### src/rtl/cmmt_ram.sv
// Generic simple dual-port RAM: one write port, one read port, registered read.
// Depends on nothing.
`timescale 1ns / 1ps
`default_nettype none

module cmmt_ram #(
   parameter int unsigned WIDTH = 16,
   parameter int unsigned DEPTH = 256,
   parameter int unsigned ADDR_W = (DEPTH > 1) ? $clog2(DEPTH) : 1
) (
   input  wire logic              clock,
   input  wire logic              wr_en,
   input  wire logic [ADDR_W-1:0] wr_addr,
   input  wire logic [WIDTH-1:0]  wr_data,
   input  wire logic              rd_en,
   input  wire logic [ADDR_W-1:0] rd_addr,
   output logic      [WIDTH-1:0]  rd_data
);

   logic [WIDTH-1:0] mem_ff [DEPTH];

   always_ff @(posedge clock) begin
      if (wr_en) begin
         mem_ff[wr_addr] <= wr_data;
      end
      if (rd_en) begin
         rd_data <= mem_ff[rd_addr];
      end
   end

endmodule

`default_nettype wire

### config.mk
export PLATFORM = sky130hd
export DESIGN_NAME = cmmt_ram
export DESIGN_NICKNAME = d
export VERILOG_FILES = /design/src/rtl/cmmt_ram.sv
export SDC_FILE = /design/constraint.sdc
export NUM_CORES = 2
export LEC_CHECK = 0
export BUFFER_PORTS_ARGS = -buffer_cell sky130_fd_sc_hd__buf_2
export CORE_MARGIN = 2
export CORE_UTILIZATION = 55
export CTS_CLUSTER_DIAMETER = 80
export DETAILED_ROUTE_END_ITERATION = 8
export GPL_TIMING_DRIVEN = 0
export PLACE_DENSITY_LB_ADDON = 0.3
export SLEW_MARGIN = 20
export SYNTH_ARGS = -nofsm -noshare
export SYNTH_HDL_FRONTEND = slang
export SYNTH_SLANG_ARGS = --single-unit
### constraint.sdc
create_clock -name clock -period 2.92 [get_ports clock]
set_input_delay 0.146 -clock clock [delete_from_list [all_inputs] [get_ports clock]]
set_output_delay 0.146 -clock clock [all_outputs]
set_load 0.1 [all_outputs]
# Yosys cells after proc, flatten, opt, wreduce, memory -nomap -nowiden
# Memory sizes are Yosys's and may differ from the RTL's. A register that Yosys moved wholly into a read port is not among the register bits.
# Cells that the tools add are included.
dict set report op_classes {
  n_mux 2
}
# op count
set op_table {}
lappend op_table {{$mux 1} 2}
dict set report word_totals {
  ff_bits 0
  mem_bits_rw 4096
  inputBits 35
  output_inout_bits 16
  word_cells 3
  mem_count 1
}
# name depth width read_ports rd_clocked_by_memory_dff write_ports line
set memory_table {}
lappend memory_table {mem_ff 256 16 1 1 1 20} ;# logic [WIDTH-1:0] mem_ff [DEPTH];

# Longest topological paths before layout
dict set report depth {
  word_depth 2
  depth_mapped 12
  mapped_depth_nobuf 6
}

# Worst setup path before layout
# OpenSTA, ideal clock, no wires.
dict set report synth_path {
  path_kind {input-to-reg}
  start {in rd_addr[0]}
  end {reg rd_data[4] (read register of mem_ff), data pin}
  arrival_time_ps 2130
  setup_slack_ps 525
  stages 8
  n_path_buf 3
  cell_sequence {buf_6 -> buf_6 -> buf_2 -> mux4_2 -> mux4_2 -> a22o_1 -> o32ai_2 -> nor4_2}
}
# item line
set synth_rtl {}
lappend synth_rtl {{from (decl)} 16} ;# input wire logic [ADDR_W-1:0] rd_addr,
lappend synth_rtl {{to (decl)} 17} ;# output logic [WIDTH-1:0] rd_data

==> flow_summary.json <==
{
  "syn2layout_area_growth_pct": 15.4,
  "ys_seq_area_share_pct": 77.7,
  "insertion_delay_ns": 0.98,
  "firstDrtPassIters": 6,
  "synth-main-ff-cell": "edfxtp_1",
  "postRouteAntennaNets": 0,
  "gp_routability_congestion": 1.04,
  "io-pin-count": 51,
  "synthMostInstantiatedCell": "edfxtp_1",
  "die-height_um": 541,
  "finalPower_uw": 125000,
  "setup_violations": 27,
  "reg2reg_to": "rd_data[9]",
  "cts-root-buf": "clkbuf_16",
  "crit_path_start": "rd_addr[2]",
  "cts_max_path_buffers": 4,
  "start_util_pct": 55.2,
  "core_area_um2": 288000,
  "path_common_cell": "clkbuf_1",
  "cellPowerDensity_nw_per_um2": 679,
  "final_cells": 12200,
  "first_global_vias": 82100,
  "drive_above_1_share_pct": 29.4,
  "critPathLaunchType": "primary input",
  "antenna_found_initial": 36,
  "synthCells": 7360,
  "synth_area_leaders": "edfxtp_1 (78%), mux4_2 (11%), mux2i_1 (3.6%)",
  "grt_overflow": 0,
  "critPathTopFamily": "buffers and inverters",
  "ys_warn_count": 0,
  "hpwlAfterDp_um": 333000,
  "drt-total-wl_um": 492000,
  "period_needed_ns": 3.29,
  "fmax_mhz": 304,
  "worst_slew_pin_slew_ns": 1.16,
  "peakVddDrop_v": 0.000730,
  "criticalPathCategory": "in -> reg",
  "port_buffers": 40,
  "cts.clk_slew.worst_paths_ns": 0.06,
  "cts-buffers-inserted": 400,
  "die_area_um2": 293000,
  "violations": "setup timing",
  "rr_startpoint": "mem_ff[54][9]",
  "dieWidth_um": 541,
  "hold_path_class": "in -> reg",
  "drtIter0Drc": 15300,
  "slowest_stage": "clkbuf_1",
  "end_kind": "flip-flop",
  "slew_violations": 0,
  "place_inst": 11400,
  "mappedNetlistNets": 7395,
  "reg2reg_slack_ns": -0.08,
  "drc": 0,
  "setup_slack_ns": -0.367,
  "crit_chain": "buf_2 -> clkinvlp_4 -> buf_4 -> clkbuf_1 -> clkbuf_1 -> a211oi_1 -> o21ai_1 -> nand3_1 -> nor4_2",
  "endpoint": "rd_data[7]",
  "rsz0062_at_grt": "yes",
  "synthTopCellsByCount": "edfxtp_1 (4112), mux4_2 (797), mux2i_1 (565)",
  "p_leak_uw": 0.0581,
  "fin_area_um2": 183000,
  "vias": 85300,
  "grt_pass1_wl_um": 668000,
  "hold_violations": 0,
  "cp_num_buf_inv": 5,
  "clkSinkCount": 4112,
  "critPathRequiredTime_ns": 3.64,
  "relSlewSlack_pct": 22.8,
  "ff2ff_path_depth": 5,
  "syn_area_per_cell_um2": 21.6,
  "path_depth": 9,
  "clock_skew_ns": 0.0696,
  "async_flop_share_pct": 0,
  "cts_tree": "done",
  "drv_cap": 0,
  "rows": 197,
  "synth_edf_count": 4112,
  "grtUsageTotal_pct": 33.4,
  "arrival_ns": 4.00,
  "avgRoutedWirePerCell_um": 40.3,
  "grt_max_degree": 129,
  "cpPeakStageDelay_ns": 0.81,
  "vias_per_cell": 6.99,
  "status": "finished, violations left",
  "path_max_fanout": 10,
  "syn_area_um2": 159000,
  "ys_types": 51,
  "synth_top_cell_area_share_pct": 77.7,
  "placed_area_um2": 169000,
  "h-tree-depth": 5,
  "ys_ff_latch": 4112,
  "nets": 8103,
  "fin_crit_sh_pct": 113,
  "yosysTopAreaCell": "edfxtp_1"
}
==> area by class of cell <==
| type | instances | area (um^2) |
|---|---|---|
| flip-flops and latches | 4112 | 123000 |
| fillers | 18500 | 104000 |
| multi-input cells | 2792 | 34700 |
| clock buffers | 470 | 10300 |
| well taps | 3781 | 4730 |
| repair buffers | 307 | 4400 |
| plain buffers | 451 | 2980 |
| clock inverters | 264 | 2690 |
| diodes | 21 | 52.6 |
| inverters | 4 | 18.8 |
==> timing repair <==
item | CTS | global route
gates cloned | 0 | 0
setup endpoints to repair | 16 | 15
gates resized for setup | 241 | 72
pin swaps | 3 | 16
hold endpoints to repair | 2496 | 0
hold buffers | 17 | 0
buffers inserted | 3 | 0
==> how the worst min path moves through the flow <==
stage / to / cells past startpoint / startpoint / slack (ns)
5_1_grt: mem_ff[76][15] / 2 / wr_data[15] / 0.13
2_1_floorplan: mem_ff[0][0] / 0 / wr_data[0] / 0.24
3_5_place_dp: mem_ff[92][15] / 1 / wr_data[15] / 0.50
4_1_cts: rd_data[4] / 4 / rd_addr[6] / 0.02
3_3_place_gp: rd_data[15] / 1 / rd_en / 0.65
6_report: rd_data[4] / 4 / rd_addr[6] / 0.07
==> metrics by stage <==
stage / TNS, ns / hold slack (ns) / setup WS, ns / util, %
global route: -0.0652 / 0.127 / -0.0539 / 63.7
detailed placement: -821.92 / 0.496 / -2.80 / 58.7
finish: -2.69 / 0.0717 / -0.367 / 63.8
global placement: - / 0.652 / -3.23 / 56.9
floorplan: 0 / 0.245 / 0.525 / -
CTS: 0 / 0.0185 / 0.000862 / 63.7
==> per-layer routing <==
| metal | track usage (%) | vias to the layer above | wire (um) |
|---|---|---|---|
| met1 | 46.3 | 44700 | 176000 |
| met3 | 11.0 | 1111 | 70900 |
| met2 | 48.6 | 6634 | 218000 |
| met4 | 15.6 | 8 | 27500 |
| met5 | 0 | - | 79 |
| li1 | - | 32800 | - |
==> state kept, by name (all words and copies together) (netlist names) <==
name	cells
mem_ff	4096
rd_data	16
==> cell families (layout without fill, tap and decap cells) <==
group | count (synthesis) | in the layout | share of synthesized area (%)
other | 0 | 21 | 0
buffers and inverters | 456 | 1496 | 1.69
flip-flops | 4112 | 4112 | 77.7
AO/OA/AOI/OAI | 786 | 786 | 3.53
multiplexers | 1450 | 1450 | 15.5
AND/OR/NAND/NOR | 556 | 556 | 1.57
==> cells in the final DEF, fill, tap and decap left out, types with 48 or more instances in the layout <==
cell type and instances:
a21oi_1 161, buf_2 93, buf_4 48, buf_6 195, buf_8 108, clkbuf_1 185, clkbuf_16 403, clkbuf_2 85
clkinv_1 93, clkinv_2 85, edfxtp_1 4112, mux2_2 88, mux2i_1 565, mux4_2 797, nor2_1 48, nor2_2 203
nor2_4 53, nor3_1 71, o221ai_1 241, o22ai_1 148
==> report_power, final <==
part | switching (uW) | internal, uW | total [uW]
clock | 22700 | 29000 | 51700
sequential | 48.9 | 65100 | 65100
combinational | 5350 | 2340 | 7690
==> tightest hold or removal path, cell delays in order <==
cell	delay (ns)
buf_2	0.12
nand2_1	0.26
nor4_2	0.16
nor4_2	0.22
Power figures use the tool's default switching activity.
